===== src/rtl/integer_square_root_32_top_defines.svh =====
// assertion macros for the square root pipeline
`ifndef INTEGER_SQUARE_ROOT_32_TOP_DEFINES_SVH
`define INTEGER_SQUARE_ROOT_32_TOP_DEFINES_SVH

// same-cycle implication, quiet during reset
`define ISQRT_ASSERT_IMP(label, ante, cons, msg) \
  label: assert property (@(posedge clk) disable iff (rst) (ante) |-> (cons)) \
    else $error(msg);

// next-cycle implication, quiet during reset
`define ISQRT_ASSERT_NEXT(label, ante, cons, msg) \
  label: assert property (@(posedge clk) disable iff (rst) (ante) |=> (cons)) \
    else $error(msg);

// next-cycle implication that also covers reset itself
`define ISQRT_ASSERT_NEXT_ALWAYS(label, ante, cons, msg) \
  label: assert property (@(posedge clk) (ante) |=> (cons)) \
    else $error(msg);

`endif


===== src/rtl/isqrt_pkg.sv =====
package isqrt_pkg;

  localparam int unsigned Rounds = 16;
  localparam logic [31:0] FirstBit = 32'h4000_0000;

  typedef struct packed {
    logic [31:0] rem;
    logic [31:0] root;
  } work_t;

  // test bit used by a given round
  function automatic logic [31:0] round_bit(input int unsigned round);
    return FirstBit >> (2 * round);
  endfunction

endpackage


===== src/rtl/isqrt_in_if.sv =====
interface isqrt_in_if;
  logic        valid;
  logic        ready;
  logic [31:0] radicand;

  modport source(output valid, output radicand, input ready);
  modport sink(input valid, input radicand, output ready);
endinterface


===== src/rtl/isqrt_out_if.sv =====
interface isqrt_out_if;
  logic        valid;
  logic        ready;
  logic [15:0] root;

  modport source(output valid, output root, input ready);
  modport sink(input valid, input root, output ready);
endinterface


===== src/rtl/isqrt_stage.sv =====
module isqrt_stage (
  input  logic               clk,
  input  logic               rst,
  input  logic [31:0]        test_bit,
  input  logic               in_valid,
  output logic               in_ready,
  input  isqrt_pkg::work_t   in_data,
  output logic               out_valid,
  input  logic               out_ready,
  output isqrt_pkg::work_t   out_data
);

  logic [32:0]      trial;
  isqrt_pkg::work_t data_next;

  always_comb begin
    trial = {1'b0, in_data.root} + {1'b0, test_bit};
    if ({1'b0, in_data.rem} >= trial) begin
      data_next.rem  = in_data.rem - trial[31:0];
      data_next.root = (in_data.root >> 1) + test_bit;
    end else begin
      data_next.rem  = in_data.rem;
      data_next.root = in_data.root >> 1;
    end
  end

  // slot frees when empty or when its contents move on
  assign in_ready = !out_valid || out_ready;

  always_ff @(posedge clk) begin
    if (rst) begin
      out_valid <= 1'b0;
    end else if (in_ready) begin
      out_valid <= in_valid;
    end
  end

  always_ff @(posedge clk) begin
    if (in_valid && in_ready) begin
      out_data <= data_next;
    end
  end

endmodule


===== src/rtl/integer_square_root_32_top.sv =====
// floor square root of a 32-bit radicand, one round of the digit method per stage
// a request is registered in each stage in turn before its result is offered
// throughput: one request per cycle without stalls, set by the 16 single-round stages
// a stalled result holds the full stages behind it; nothing is dropped or repeated
// reset (synchronous) empties every stage; no other state is kept
`include "integer_square_root_32_top_defines.svh"

module integer_square_root_32_top (
  input  logic         clk,
  input  logic         rst,
  isqrt_in_if.sink     req,
  isqrt_out_if.source  rsp
);

  logic             valid [isqrt_pkg::Rounds+1];
  logic             ready [isqrt_pkg::Rounds+1];
  isqrt_pkg::work_t data  [isqrt_pkg::Rounds+1];

  assign valid[0]     = req.valid;
  assign req.ready    = ready[0];
  assign data[0].rem  = req.radicand;
  assign data[0].root = '0;

  for (genvar k = 0; k < isqrt_pkg::Rounds; k++) begin : g_round
    isqrt_stage u_stage (
      .clk       (clk),
      .rst       (rst),
      .test_bit  (isqrt_pkg::round_bit(k)),
      .in_valid  (valid[k]),
      .in_ready  (ready[k]),
      .in_data   (data[k]),
      .out_valid (valid[k+1]),
      .out_ready (ready[k+1]),
      .out_data  (data[k+1])
    );
  end

  assign ready[isqrt_pkg::Rounds] = rsp.ready;
  assign rsp.valid = valid[isqrt_pkg::Rounds];
  assign rsp.root  = data[isqrt_pkg::Rounds].root[15:0];

  `ISQRT_ASSERT_IMP(a_stall_only_from_output, !req.ready, rsp.valid && !rsp.ready, "input blocked without an output stall")
  `ISQRT_ASSERT_NEXT(a_request_enters_pipe, req.valid && req.ready, valid[1], "accepted request missing from first stage")
  `ISQRT_ASSERT_NEXT_ALWAYS(a_reset_empties_pipe, rst, !rsp.valid, "result valid straight after reset")

endmodule


===== src/flat_wrapper.sv =====
// flat-port wrapper written by rule: the top's interface ports become plain ports
module integer_square_root_32_top_flat 
  (clk, rst, req_valid, req_radicand, req_ready, rsp_valid, rsp_root, rsp_ready);
  isqrt_in_if req_i ();
  isqrt_out_if rsp_i ();
  input  logic clk;
  input  logic rst;
  input wire logic [$bits(req_i.valid)-1:0] req_valid;
  input wire logic [$bits(req_i.radicand)-1:0] req_radicand;
  output wire logic [$bits(req_i.ready)-1:0] req_ready;
  output wire logic [$bits(rsp_i.valid)-1:0] rsp_valid;
  output wire logic [$bits(rsp_i.root)-1:0] rsp_root;
  input wire logic [$bits(rsp_i.ready)-1:0] rsp_ready;
  assign req_i.valid = req_valid;
  assign req_i.radicand = req_radicand;
  assign req_ready = req_i.ready;
  assign rsp_valid = rsp_i.valid;
  assign rsp_root = rsp_i.root;
  assign rsp_i.ready = rsp_ready;
  integer_square_root_32_top u_core (.clk(clk), .rst(rst), .req(req_i), .rsp(rsp_i));
endmodule

===== config.mk =====
export PLATFORM = sky130hd
export DESIGN_NAME = integer_square_root_32_top_flat
export DESIGN_NICKNAME = d
export VERILOG_FILES = /design/src/rtl/isqrt_pkg.sv /design/src/rtl/isqrt_in_if.sv /design/src/rtl/isqrt_out_if.sv /design/src/rtl/isqrt_stage.sv /design/src/rtl/integer_square_root_32_top.sv /design/src/flat_wrapper.sv
export VERILOG_INCLUDE_DIRS = /design/src /design/src/rtl
export SDC_FILE = /design/constraint.sdc
export NUM_CORES = 1
export LEC_CHECK = 0
export BUFFER_PORTS_ARGS = -buffer_cell sky130_fd_sc_hd__buf_4
export CAP_MARGIN = 20
export CORE_UTILIZATION = 60
export CTS_CLUSTER_DIAMETER = 150
export DETAILED_ROUTE_END_ITERATION = 12
export PLACE_DENSITY_LB_ADDON = 0.1
export SETUP_SLACK_MARGIN = 0.05
export SLEW_MARGIN = 0
export SYNTH_ARGS = -nofsm -noshare
export SYNTH_HDL_FRONTEND = slang
export SYNTH_SLANG_ARGS = --single-unit

===== constraint.sdc =====
create_clock -name clk -period 12.8 [get_ports clk]
set_input_delay 1.28 -clock clk [delete_from_list [all_inputs] [get_ports clk]]
set_output_delay 1.28 -clock clk [all_outputs]
set_load 0.02 [all_outputs]

; After elaboration in Yosys (flattened, before gate mapping)
; Index checks and enable logic that the tools add are counted.
[op_classes]
add_sub_neg = 45
mul = 0
div_mod_pow = 0
n_lt_le_gt_ge = 16
eq_ne = 0
shifts = 0
muxes = 16
n_bitwise = 0
reduce_logical = 48
[op_table]
columns = op, count
row1 = $mux 64, 15
row2 = $ge 32x33->1, 15
row3 = $sub 32x32->32, 14
row4 = $add 32x1->33 const B, 1
row5 = $add 32x11->33 const B, 1
row6 = $add 32x13->33 const B, 1
row7 = $add 32x15->33 const B, 1
row8 = $add 32x17->33 const B, 1
row9 = $add 32x19->33 const B, 1
row10 = $add 32x21->33 const B, 1
row11 = $add 32x23->33 const B, 1
row12 = $add 32x25->33 const B, 1
row13 = $add 32x27->33 const B, 1
row14 = $add 32x29->33 const B, 1
row15 = $add 32x3->33 const B, 1
row16 = $add 32x5->33 const B, 1
row17 = $add 32x7->33 const B, 1
row18 = $add 32x9->33 const B, 1
row19 = $add 31x11->32 const B, 1
row20 = $add 31x13->32 const B, 1
row21 = $add 31x15->32 const B, 1
row22 = $add 31x17->32 const B, 1
row23 = $add 31x19->32 const B, 1
row24 = $add 31x21->32 const B, 1
row25 = 15 further kinds, 60
[word_totals]
regBits = 992
latchBits = 0
mem_bits_rw = 0
romBits = 0
in_bits = 36
out_inout_bits = 18
elab_cells = 186
n_memories = 0

; Depth between registers and ports, before layout
; Gate-level depths: netlist (run 1).
[logic_depth]
ltp_word = 18
depth_mapped = 13
mapped_depth_nobuf = 11

; Cells and area by module
; From an unflattened synthesis (run 1), not the netlist that was laid out.
[unflattened]
cells_unflattened = 13657
hier_area_um2 = 125641.8
[modules_own_cells]
columns = mod, instances, cells_per_inst, area_each_um2, seq_area_each_um2
row1 = isqrt_stage (u_core.g_round[10].u_stage ...), 8, 835, 7684.9, 1941.9
row2 = isqrt_stage (u_core.g_round[5].u_stage ...), 4, 862, 8061.5, 1941.9
row3 = isqrt_stage (u_core.g_round[11].u_stage ...), 2, 914, 8081.5, 1941.9
row4 = isqrt_stage (u_core.g_round[9].u_stage), 1, 864, 8062.7, 1941.9
row5 = isqrt_stage (u_core.g_round[0].u_stage), 1, 835, 7683.6, 1941.9
row6 = integer_square_root_32_top, 1, 2, 7.5, 0.0

; Worst setup path before layout (run 1)
; No wires, ideal clock.
[synth_path]
path_kind = input-to-reg
from = in rsp_ready
to = reg u_core.g_round[8].u_stage.out_data[14] (netlist name) (enable)
setup_ns = 0.502
t_arrival_ns = 5.139
t_required_ns = 12.298
setup_slack_ns = 7.159
stages = 6
n_path_buf = 1
cell_sequence = nor2b_1 > and3_1 > and3_1 > and3_1 > clkbuf_1 > a21boi_0
[synth_between]
elab_chain_len = 9
[synth_rtl]
columns = element, line_no
row1 = "start, declared", flat_wrapper.sv:13  ; input wire logic [$bits(rsp_i.ready)-1:0] rsp_ready;
row2 = $logic_or 1x1->1 (8 in a row), isqrt_stage.sv:28  ; assign in_ready = !out_valid || out_ready;
row3 = $logic_and 1x1->1, isqrt_stage.sv:39  ; if (in_valid && in_ready) begin
row4 = "end signal, assigned", isqrt_stage.sv:40  ; out_data <= data_next;
row5 = "end, declared", isqrt_stage.sv:10  ; output isqrt_pkg::work_t out_data
; Every way passes these cells.
; A chain may end at the register's enable or synchronous reset.

; Worst setup path after layout (run 1)
[layout_path]
from = in rsp_ready
to = out req_ready
[layout_between]
elab_chain_len = 16
[layout_rtl]
columns = element, line_no
row1 = $logic_or 1x1->1 (16 in a row), isqrt_stage.sv:28
row2 = "end, declared", flat_wrapper.sv:10  ; output wire logic [$bits(req_i.ready)-1:0] req_ready;
; Every way passes these cells.

==> results of run 1 <==
-- layer usage --
layer | share of wire | vias up | wire length [um] | track usage
met3 | 0.043 | 104 | 2440 | 0.04285
li1 | - | 8777 | - | -
met5 | 0 | - | 0 | 0
met4 | 0.025 | 0 | 1405 | 0.07373
met2 | 0.50 | 360 | 28820 | 0.3996
met1 | 0.43 | 8669 | 24440 | 0.2944
-- worst max-delay path by stage --
stage               slack, ns  depth (start not counted)                                      to
floorplan                7.16                          6  u_core.g_round[8].u_stage.out_data[14]
global placement         7.98                          8                               req_ready
detailed placement       7.92                          8                               req_ready
CTS                      7.88                          8                               req_ready
global route             7.77                          8                               req_ready
finish                   7.94                          8                               req_ready
-- power by group through the flow --
stage	registers (W)	clock network, W	logic [W]
2_1_floorplan	0.00234	0	0.0000513
3_3_place_gp	0.00235	0	0.0000717
3_5_place_dp	0.00235	0	0.0000750
4_1_cts	0.00231	0.00196	0.0000758
5_1_grt	0.00231	0.00204	0.0000857
6_report	0.00231	0.00192	0.0000765
-- flip-flops by register name, summed over array words and instances (netlist names) --
name	count
u_core.g_round.u_stage.out_valid	16
u_core.g_round.u_stage.out_data	616
-- synth_stat cells (all sizes together), types with 5 or more instances --
| library cell | count | share of area |
|---|---|---|
| edfxtp | 616 | 0.62 |
| inv | 179 | 0.023 |
| nor2 | 156 | 0.020 |
| ha | 150 | 0.063 |
| a21oi | 128 | 0.022 |
| nand2 | 122 | 0.015 |
| o21ai | 106 | 0.018 |
| xor2 | 106 | 0.031 |
| xnor2 | 86 | 0.025 |
| nor3 | 74 | 0.012 |
| nor4 | 68 | 0.014 |
| nand3 | 34 | 0.0057 |
| or3 | 32 | 0.0069 |
| a21o | 30 | 0.0076 |
| nand4 | 30 | 0.0065 |
| nor2b | 29 | 0.0061 |
| or4 | 28 | 0.0072 |
| buf | 27 | 0.0064 |
| clkbuf | 25 | 0.0032 |
| o21a | 25 | 0.0063 |
| mux2 | 24 | 0.0091 |
| nand2b | 22 | 0.0046 |
| nor4b | 18 | 0.0055 |
| o211ai | 18 | 0.0047 |
| dfxtp | 16 | 0.011 |
| or2 | 15 | 0.0032 |
| a21boi | 12 | 0.0030 |
| and3 | 12 | 0.0025 |
| o31ai | 11 | 0.0028 |
| a211oi | 8 | 0.0022 |
| and2 | 8 | 0.0017 |
| a31o | 7 | 0.0021 |
| o21bai | 7 | 0.0018 |
| nor3b | 6 | 0.0015 |
| o31a | 6 | 0.0018 |
| a211o | 5 | 0.0015 |
| mux2i | 5 | 0.0017 |
| nand3b | 5 | 0.0013 |
-- worst register-to-register path: cells and delay by family, from the launching register on --
family	cells	cell delay [ns]
flops	1	0.40
xor+xnor	1	0.18
compound gates	3	1.21
fa+ha+maj	1	0.38
simple gates	3	1.12
-- through the flow --
stage	setup WS (ns)	hold WS, ns
floorplan	7.159	0.4166
global placement	7.981	0.4204
detailed placement	7.916	0.4270
CTS	7.880	0.4401
global route	7.768	0.4456
finish	7.942	0.4346
-- cell type report --
cell class / count / area (sq um)
Multi-Input combinational cell: 1443 / 10080
Fill cell: 3488 / 15620
Tap cell: 664 / 830.8
Clock inverter: 35 / 440.4
Clock buffer: 81 / 1750
Timing Repair Buffer: 72 / 635.6
Antenna cell: 1 / 2.502
Sequential cell: 632 / 18820
Inverter: 179 / 671.9
-- kinds of logic after synthesis --
kind of cell	synth area share
and+or+nand+nor	0.1213
DFF	0.6332
AOI/OAI and AO/OA	0.08278
buffers and inverters	0.03217
xor gates and xnor gates	0.05659
adders and majority gates	0.06316
muxes	0.01078
==> flow_metrics.env, run 1 <==
export IMPL_cts_inserted_buffers=66
export IMPL_cpMaxStageDelayCell="sky130_fd_sc_hd__and4_1"
export IMPL_r2r_worst_path_cells=8
export IMPL_cts_clk_slew_worst_paths_ns=0.06
export IMPL_largest_net_degree_at_the_start_of_global_routing=48
export IMPL_comb_power_share=0.018
export IMPL_cp_data_arrival_time_ns=3.58
export IMPL_layout_cells_most_common="sky130_fd_sc_hd__edfxtp_1"
export IMPL_detail_route_iter0_violations=1117
export IMPL_start_kind="primary input"
export IMPL_clock_tree_root_cell="sky130_fd_sc_hd__clkbuf_16"
export IMPL_hold_end="u_core.g_round[9].u_stage.out_data[36]"
export IMPL_place_detailed_hpwl_mm=42.76
export IMPL_regToRegStartpoint="u_core.g_round[11].u_stage.out_data[41]"
export IMPL_number_of_flops_mapped_to_enable_cells_by_yosys=616
export IMPL_endpoint_type_of_the_worst_setup_path="output port"
export IMPL_synth_area_sq_um=29720
export IMPL_globalRouteTotalUtil=0.2309
export IMPL_synth_distinct_cells=76
export IMPL_setup_worst_path_start="rsp_ready"
export IMPL_grt_pass1_vias=17420
export IMPL_final_hold_viol_count=0
export IMPL_synth_ff_latch_count=632
export IMPL_route_detailed_vias_per_inst=5.764
export IMPL_gpl_final_weighted_congestion=0.8718
export IMPL_row_count=81
export IMPL_total_number_of_vias=17910
export IMPL_timing_fmax_mhz=205.8
export IMPL_crit_path_cell_trace="buf_4 -> nor2b_1 -> and3_1 -> and3_1 -> and2_1 -> and4_1 -> nand4_1 -> buf_4"
export IMPL_floorplan_die_area_sq_um=50420
export IMPL_powerDensity_nw_per_um2=129.6
export IMPL_netlist_instances=2306
export IMPL_post_route_min_period_ns=4.858
export IMPL_place_port_buffers=53
export IMPL_r2r_setup_slk_ns=9.24
export IMPL_worstReg2RegEnd="u_core.g_round[12].u_stage.out_data[56]"
export IMPL_max_stage_delay_ns=0.47
export IMPL_final_max_slew_viol_count=0
export IMPL_totalPowerFinal_w=0.004306
export IMPL_power_share_switching=0.1911
export IMPL_worst_path_required_time_ns=11.52
export IMPL_worstSkewPairLatency_ns=0.60
export IMPL_h_tree_levels=3
export IMPL_fin_nets=2580
export IMPL_critical_path_peak_fanout=7
export IMPL_final_util=0.6803
export IMPL_fp_dieH_um=224.6
export IMPL_final_min_period_over_clock_period=0.3795
export IMPL_fin_tns_setup_ns=0
export IMPL_cp_top_family="simple AND/OR/NAND/NOR gates"
export IMPL_cts_setup_buffers=0
export IMPL_clock_tree_from_tritoncts="built"
export IMPL_power_ir_vdd_worst_mv=0.1180
export IMPL_setup_viol_count_final=0
export IMPL_clock_tree_buffer_depth=3
export IMPL_io_pins=54
export IMPL_start_util=0.6083
export IMPL_cellInternalPower_w=0.003483
export IMPL_hp_start="u_core.g_round[8].u_stage.out_data[36]"
export IMPL_async_flop_share=0
export IMPL_final_cell_mix="sky130_fd_sc_hd__edfxtp_1, sky130_fd_sc_hd__inv_1, sky130_fd_sc_hd__nor2_1"
export IMPL_maxSlewHeadroom=0.2954
export IMPL_total_leakage_power_nw=12.05
export IMPL_grt_pass1_wl_mm=90.41
export IMPL_grt_setup_unrepaired="no"
export IMPL_antenna_found_initial=1
export IMPL_synth_area_per_cell_sq_um=12.89
export IMPL_first_pass_iters=5
export IMPL_finalClockSkew_ns=0.02073
export IMPL_design_core_area_sq_um=48850
export IMPL_power_share_sequential=0.537
export IMPL_holdCritPathClass="reg -> reg"
export IMPL_synthFlopType="sky130_fd_sc_hd__edfxtp_1"
export IMPL_place_area_sq_um=30890
export IMPL_post_synthesis_net_count=2492
export IMPL_post_route_drc_count=0
export IMPL_die_w_um=224.6
export IMPL_ys_warn_count=0
export IMPL_criticalPathCategory="in -> out"
export IMPL_synth_seq_area_share=0.6332
export IMPL_finalNonFillerCells=3107
export IMPL_clockPowerShare=0.445
export IMPL_transition_at_the_pin_with_the_smallest_max_transition_slack_ns=1.057
export IMPL_routed_wirelength_mm=57.10
export IMPL_status="finished, final reports clean"
export IMPL_max_cap_viol_count=0
export IMPL_flow_area_growth_from_synthesis_pct=11.82
export IMPL_placed_instances=2981
export IMPL_postRouteAntennaNets=0
export IMPL_numClockSinks=632
export IMPL_final_area_sq_um=33230
export IMPL_average_wire_length_per_cell_after_detail_routing_um=18.38
export IMPL_grt_remaining_overflow=0
export IMPL_post_cts_hold_buffer_count=0
export IMPL_ctsResizeCount=0
export IMPL_worstPathBufferInverterCount=2
export IMPL_power_net_switching_w=0.0008230
export IMPL_drive_above_1_share=0.1007
export IMPL_min_path_cells=0
Note: power is estimated with default switching activity, not from simulation.
==> run 2, diff against run 1 <==
- clock period: 12.8 -> 5 ns (I/O delays scaled with it)
==> run 2 against run 1 <==
Combinational power rose to 2.5 times the previous value. Critical path type is now reg -> out. Wire length up 4.0%. Sequential cell count unchanged. Total power rose to 2.6 times the previous value.
==> flow_metrics.env, run 2 (synthesis results as in run 1) <==
export IMPL_grt_remaining_overflow=0
export IMPL_cts_inserted_buffers=67
export IMPL_max_flop_register="u_core.g_round.u_stage.out_data"
export IMPL_status="finished, final reports clean"
export IMPL_drive_above_1_share=0.1013
export IMPL_grt_pass1_vias=17641
export IMPL_row_count=81
export IMPL_largest_reg_flops=616
export IMPL_total_leakage_power_nw=12.08
export IMPL_fin_nets=2580
export IMPL_worstPathBufferInverterCount=1
export IMPL_total_number_of_vias=18009
export IMPL_clockPowerShare=0.451
export IMPL_first_pass_iters=5
export IMPL_h_tree_levels=3
export IMPL_crit_path_cell_trace="nor2b_1 -> and3_1 -> and3_1 -> and2_1 -> and4_1 -> nand4_1 -> buf_4"
export IMPL_cellInternalPower_w=0.008974
export IMPL_final_cell_mix="sky130_fd_sc_hd__edfxtp_1, sky130_fd_sc_hd__inv_1, sky130_fd_sc_hd__nor2_1"
export IMPL_layout_cells_most_common="sky130_fd_sc_hd__edfxtp_1"
export IMPL_power_ir_vdd_worst_mv=0.2667
export IMPL_max_stage_delay_ns=0.48
export IMPL_power_net_switching_w=0.002161
export IMPL_hp_start="req_radicand[2]"
export IMPL_cpMaxStageDelayCell="sky130_fd_sc_hd__and4_1"
export IMPL_fp_dieH_um=224.6
export IMPL_hold_end="u_core.g_round[0].u_stage.out_data[34]"
export IMPL_transition_at_the_pin_with_the_smallest_max_transition_slack_ns=1.075
export IMPL_die_w_um=224.6
export IMPL_r2r_setup_slk_ns=1.43
export IMPL_design_core_area_sq_um=48850
export IMPL_comb_power_share=0.018
export IMPL_grt_setup_unrepaired="no"
export IMPL_postRouteAntennaNets=0
export IMPL_regToRegStartpoint="u_core.g_round[10].u_stage.out_data[54]"
export IMPL_flow_area_growth_from_synthesis_pct=11.87
export IMPL_detail_route_iter0_violations=1361
export IMPL_largestRegisters="u_core.g_round.u_stage.out_data (616), u_core.g_round.u_stage.out_valid (16)"
export IMPL_clock_tree_root_cell="sky130_fd_sc_hd__clkbuf_16"
export IMPL_timing_fmax_mhz=274.0
export IMPL_fin_tns_setup_ns=0
export IMPL_max_cap_viol_count=0
export IMPL_min_path_cells=1
export IMPL_cts_clk_slew_worst_paths_ns=0.06
export IMPL_cp_data_arrival_time_ns=3.15
export IMPL_critical_path_peak_fanout=7
export IMPL_worstReg2RegEnd="u_core.g_round[11].u_stage.out_data[60]"
export IMPL_placed_instances=2983
export IMPL_criticalPathCategory="reg -> out"
export IMPL_final_min_period_over_clock_period=0.7299
export IMPL_post_route_min_period_ns=3.650
export IMPL_clock_tree_buffer_depth=3
export IMPL_path_common_cell="sky130_fd_sc_hd__and3_1"
export IMPL_average_wire_length_per_cell_after_detail_routing_um=19.10
export IMPL_maxSlewHeadroom=0.2835
export IMPL_finalClockSkew_ns=0.02247
export IMPL_place_detailed_hpwl_mm=43.52
export IMPL_r2r_worst_path_cells=9
export IMPL_groute_layer_met2_usage=0.4084
export IMPL_antenna_fix_cells=0
export IMPL_antenna_found_initial=3
export IMPL_clock_tree_from_tritoncts="built"
export IMPL_floorplan_die_area_sq_um=50420
export IMPL_powerDensity_nw_per_um2=334.9
export IMPL_gpl_final_weighted_congestion=0.8799
export IMPL_post_cts_hold_buffer_count=0
export IMPL_holdCritPathClass="in -> reg"
export IMPL_io_pins=54
export IMPL_place_port_buffers=53
export IMPL_power_share_sequential=0.531
export IMPL_ctsResizeCount=0
export IMPL_grt_busiest_layer="met2"
export IMPL_numClockSinks=632
export IMPL_largest_net_degree_at_the_start_of_global_routing=48
export IMPL_endpoint_type_of_the_worst_setup_path="output port"
export IMPL_globalRouteTotalUtil=0.2390
export IMPL_grt_pass1_wl_mm=93.34
export IMPL_worst_path_required_time_ns=4.50
export IMPL_power_share_switching=0.1941
export IMPL_start_util=0.6083
export IMPL_route_detailed_vias_per_inst=5.789
export IMPL_finalNonFillerCells=3111
export IMPL_post_route_drc_count=0
export IMPL_grt_use_met3=0.03788
export IMPL_final_max_slew_viol_count=0
export IMPL_cp_top_family="simple AND/OR/NAND/NOR gates"
export IMPL_routed_wirelength_mm=59.41
export IMPL_worstSkewPairLatency_ns=0.60
export IMPL_start_kind="register"
export IMPL_cts_setup_buffers=0
export IMPL_setup_viol_count_final=0
export IMPL_grt_met1_usage=0.3184
export IMPL_final_hold_viol_count=0
-- run 2: layout make-up --
class | instances | area, sq um
clock inverters | 46 | 500.5
multi-input cells | 1443 | 10080
fillers | 3475 | 15610
repair buffers | 71 | 600.6
well taps | 664 | 830.8
flip-flops and latches | 632 | 18820
clock buffers | 76 | 1742
inverters | 179 | 671.9
-- run 2: metal layers --
layer / routed length [um] / vias up
met5: 17 / -
met4: 1293 / 2
met3: 2343 / 99
met2: 29690 / 388
met1: 26060 / 8730
li1: - / 8790
-- run 2: power by group through the flow --
stage / clock network, W / registers (W) / logic, W
after floorplan: 0 / 0.00600 / 0.000131
after global placement: 0 / 0.00603 / 0.000183
after detailed placement: 0 / 0.00603 / 0.000190
after CTS: 0.00512 / 0.00592 / 0.000192
after global routing: 0.00531 / 0.00592 / 0.000219
final: 0.00502 / 0.00592 / 0.000195
-- run 2: how the worst max path moves through the flow --
| stage | from | end | slack, ns | cells past startpoint |
|---|---|---|---|---|
| 5_1_grt | u_core.g_round[15].u_stage.out_valid | req_ready | 1.11 | 7 |
| 3_3_place_gp | u_core.g_round[10].u_stage.out_data[54] | u_core.g_round[11].u_stage.out_data[60] | 1.57 | 9 |
| 3_5_place_dp | u_core.g_round[10].u_stage.out_data[54] | u_core.g_round[11].u_stage.out_data[60] | 1.47 | 9 |
| 6_report | u_core.g_round[15].u_stage.out_valid | req_ready | 1.35 | 7 |
| 4_1_cts | u_core.g_round[15].u_stage.out_valid | req_ready | 1.27 | 7 |
| 2_1_floorplan | rsp_ready | u_core.g_round[8].u_stage.out_data[14] | 0.14 | 6 |
-- run 2: stage by stage --
step	total power, W	worst slack, ns	cell area, sq um	hold slack, ns	util
6_report	0.01113	1.350	33240	0.08693	0.6805
5_1_grt	0.01145	1.113	33240	0.05469	0.6805
4_1_cts	0.01123	1.275	33140	0.05161	0.6785
3_5_place_dp	0.006218	1.468	30900	0.4298	0.6326
3_3_place_gp	0.006210	1.566	30880	0.4223	0.6322
2_1_floorplan	0.006129	0.1387	29720	0.4166	-
-- run 2: worst register-to-register path, cell delays in order, from the launching register on --
cell and delay [ns]:
sky130_fd_sc_hd__edfxtp_1 0.46, sky130_fd_sc_hd__or3_1 0.52, sky130_fd_sc_hd__or4_1 0.57, sky130_fd_sc_hd__o31a_1 0.31
sky130_fd_sc_hd__and2_1 0.21, sky130_fd_sc_hd__o21a_1 0.35, sky130_fd_sc_hd__inv_2 0.30, sky130_fd_sc_hd__nand4_2 0.20
sky130_fd_sc_hd__nor3_1 0.29, sky130_fd_sc_hd__xor2_1 0.12
==> run 3, diff against run 2 <==
- CORE_UTILIZATION: 60 -> 57
- clock period: 5 -> 3.2 ns (I/O delays scaled with it)
==> run 3 against run 2 <==
Register-to-register slack got worse by 1.3 ns. Clock power is 60% higher. Highest routed layer is now met4. Wire length is 4.3% higher. Global-route usage decreased by 0.20 points. First-iteration DRC count fell by 13%. Largest power group unchanged. Cell area up 2.1%. Final cell count up 2.9%.
==> flow_metrics.env, run 3 (synthesis results as in run 1) <==
export IMPL_status="finished, final reports clean"
export IMPL_start_util=0.5781
export IMPL_design_core_area_sq_um=51410
export IMPL_gpl_final_weighted_congestion=0.8895
export IMPL_drive_above_1_share=0.1174
export IMPL_worstSkewPairLatency_ns=0.62
export IMPL_total_leakage_power_nw=12.43
export IMPL_largestRegisters="u_core.g_round.u_stage.out_data (616), u_core.g_round.u_stage.out_valid (16)"
export IMPL_cts_inserted_buffers=68
export IMPL_place_detailed_hpwl_mm=45.65
export IMPL_grt_remaining_overflow=0
export IMPL_average_wire_length_per_cell_after_detail_routing_um=19.35
export IMPL_place_area_sq_um=31200
export IMPL_cts_clk_slew_worst_paths_ns=0.06
export IMPL_io_pins=54
export IMPL_finalClockSkew_ns=0.02194
export IMPL_worst_path_required_time_ns=3.55
export IMPL_max_cap_viol_count=0
export IMPL_timing_hold_ws_ns=0.04688
export IMPL_criticalPathCategory="reg -> reg"
export IMPL_globalRouteTotalUtil=0.2370
export IMPL_wl_met3_mm=1.937
export IMPL_largest_net_degree_at_the_start_of_global_routing=48
export IMPL_clock_tree_from_tritoncts="built"
export IMPL_place_port_buffers=53
export IMPL_floorplan_die_area_sq_um=53050
export IMPL_final_hold_viol_count=0
export IMPL_highest_signal_layer="met4"
export IMPL_routed_wirelength_mm=61.97
export IMPL_grt_pass1_vias=18154
export IMPL_powerDensity_nw_per_um2=519.3
export IMPL_timing_fmax_mhz=330.2
export IMPL_max_flop_register="u_core.g_round.u_stage.out_data"
export IMPL_holdCritPathClass="in -> reg"
export IMPL_row_count=83
export IMPL_die_w_um=230.3
export IMPL_final_cell_mix="sky130_fd_sc_hd__edfxtp_1, sky130_fd_sc_hd__inv_1, sky130_fd_sc_hd__nor2_1"
export IMPL_maxSlewHeadroom=0.2991
export IMPL_flow_area_growth_from_synthesis_pct=14.26
export IMPL_grt_pass1_wl_mm=97.90
export IMPL_h_tree_levels=3
export IMPL_detail_route_iter0_violations=1184
export IMPL_post_route_drc_count=0
export IMPL_layout_cells_most_common="sky130_fd_sc_hd__edfxtp_1"
export IMPL_final_area_sq_um=33950
export IMPL_grt_setup_unrepaired="no"
export IMPL_met2RoutedLength_mm=31.98
export IMPL_fp_dieH_um=230.3
export IMPL_route_detailed_vias_per_inst=5.742
export IMPL_first_pass_iters=5
export IMPL_setup_viol_count_final=0
export IMPL_start_kind="register"
export IMPL_numClockSinks=632
export IMPL_postRouteAntennaNets=0
export IMPL_finalNonFillerCells=3202
export IMPL_fin_nets=2652
export IMPL_endpoint_type_of_the_worst_setup_path="register"
export IMPL_final_max_slew_viol_count=0
export IMPL_clock_tree_buffer_depth=3
export IMPL_clock_tree_root_cell="sky130_fd_sc_hd__clkbuf_16"
export IMPL_transition_at_the_pin_with_the_smallest_max_transition_slack_ns=1.049
export IMPL_filler_cell_count=3773
export IMPL_post_route_min_period_ns=3.028
export IMPL_cp_data_arrival_time_ns=3.38
export IMPL_fin_tns_setup_ns=0
export IMPL_placed_instances=3036
export IMPL_antenna_found_initial=1
export IMPL_power_ir_vdd_worst_mv=0.5205
export IMPL_final_min_period_over_clock_period=0.9463
export IMPL_total_number_of_vias=18385
export IMPL_critical_path_peak_fanout=13
export IMPL_largest_reg_flops=616
export IMPL_met1_length_mm=26.55
run 3: layer usage:
layer / track usage / vias to the layer above
met3: 0.03347 / 104
met5: 0 / -
met1: 0.3018 / 9031
met4: 0.06912 / 0
met2: 0.4208 / 329
li1: - / 8921
run 3: critical path: stages, from the launching register on:
cell and delay (ns):
sky130_fd_sc_hd__edfxtp_1 0.43, sky130_fd_sc_hd__or4_4 0.62, sky130_fd_sc_hd__or4_1 0.62, sky130_fd_sc_hd__o31a_1 0.32
sky130_fd_sc_hd__o311ai_4 0.13, sky130_fd_sc_hd__buf_4 0.29, sky130_fd_sc_hd__mux2_2 0.36
run 3: area by class of cell:
class	count	area, sq um	share of cell area
Inverter	179	671.9	0.01979
Antenna cell	1	2.502	0.00007370
Timing Repair Buffer	142	1189	0.03501
Clock buffer	89	1833	0.05399
Clock inverter	36	451.7	0.01330
Tap cell	680	850.8	0.02506
Multi-Input combinational cell	1443	10140	0.2986
Sequential cell	632	18820	0.5542
run 3: path summary, 6_finish.rpt:
check	endpoint	cells after the start	startpoint	slack [ns]
hold reg to reg	u_core.g_round[7].u_stage.out_data[33]	0	u_core.g_round[6].u_stage.out_data[33]	0.44
setup / recovery	u_core.g_round[14].u_stage.out_data[39]	6	u_core.g_round[13].u_stage.out_data[60]	0.17
hold / removal	u_core.g_round[0].u_stage.out_data[63]	3	req_radicand[31]	0.05
setup reg to reg	u_core.g_round[14].u_stage.out_data[39]	6	u_core.g_round[13].u_stage.out_data[60]	0.17
run 3: metrics by stage:
stage                     worst slack (ns)  power, W    util
after floorplan                    -0.5822  0.009575       -
after global placement             0.07988  0.009707  0.6069
after detailed placement          0.008617  0.009720  0.6069
after CTS                          0.07064   0.01777  0.6583
after global routing               0.04845   0.01812  0.6605
final                               0.1720   0.01763  0.6605
run 3: power breakdown:
part	internal, W	switching, W	total (W)	leakage (nW)
Combinational	0.000166	0.000181	0.000347	5.70
Sequential	0.00915	0.0000938	0.00924	5.61
Clock	0.00475	0.00329	0.00804	1.12
Total	0.0141	0.00356	0.0176	12.4
run 3: timing repair:
item | 4_1_cts | 5_1_grt
setup endpoints to repair | 4 | 42
gates resized for setup | 4 | 8
gates cloned | 0 | 0
pin swaps | 0 | 2
hold endpoints to repair | 46 | 0
setup buffers | 0 | 5
hold buffers | 34 | 0
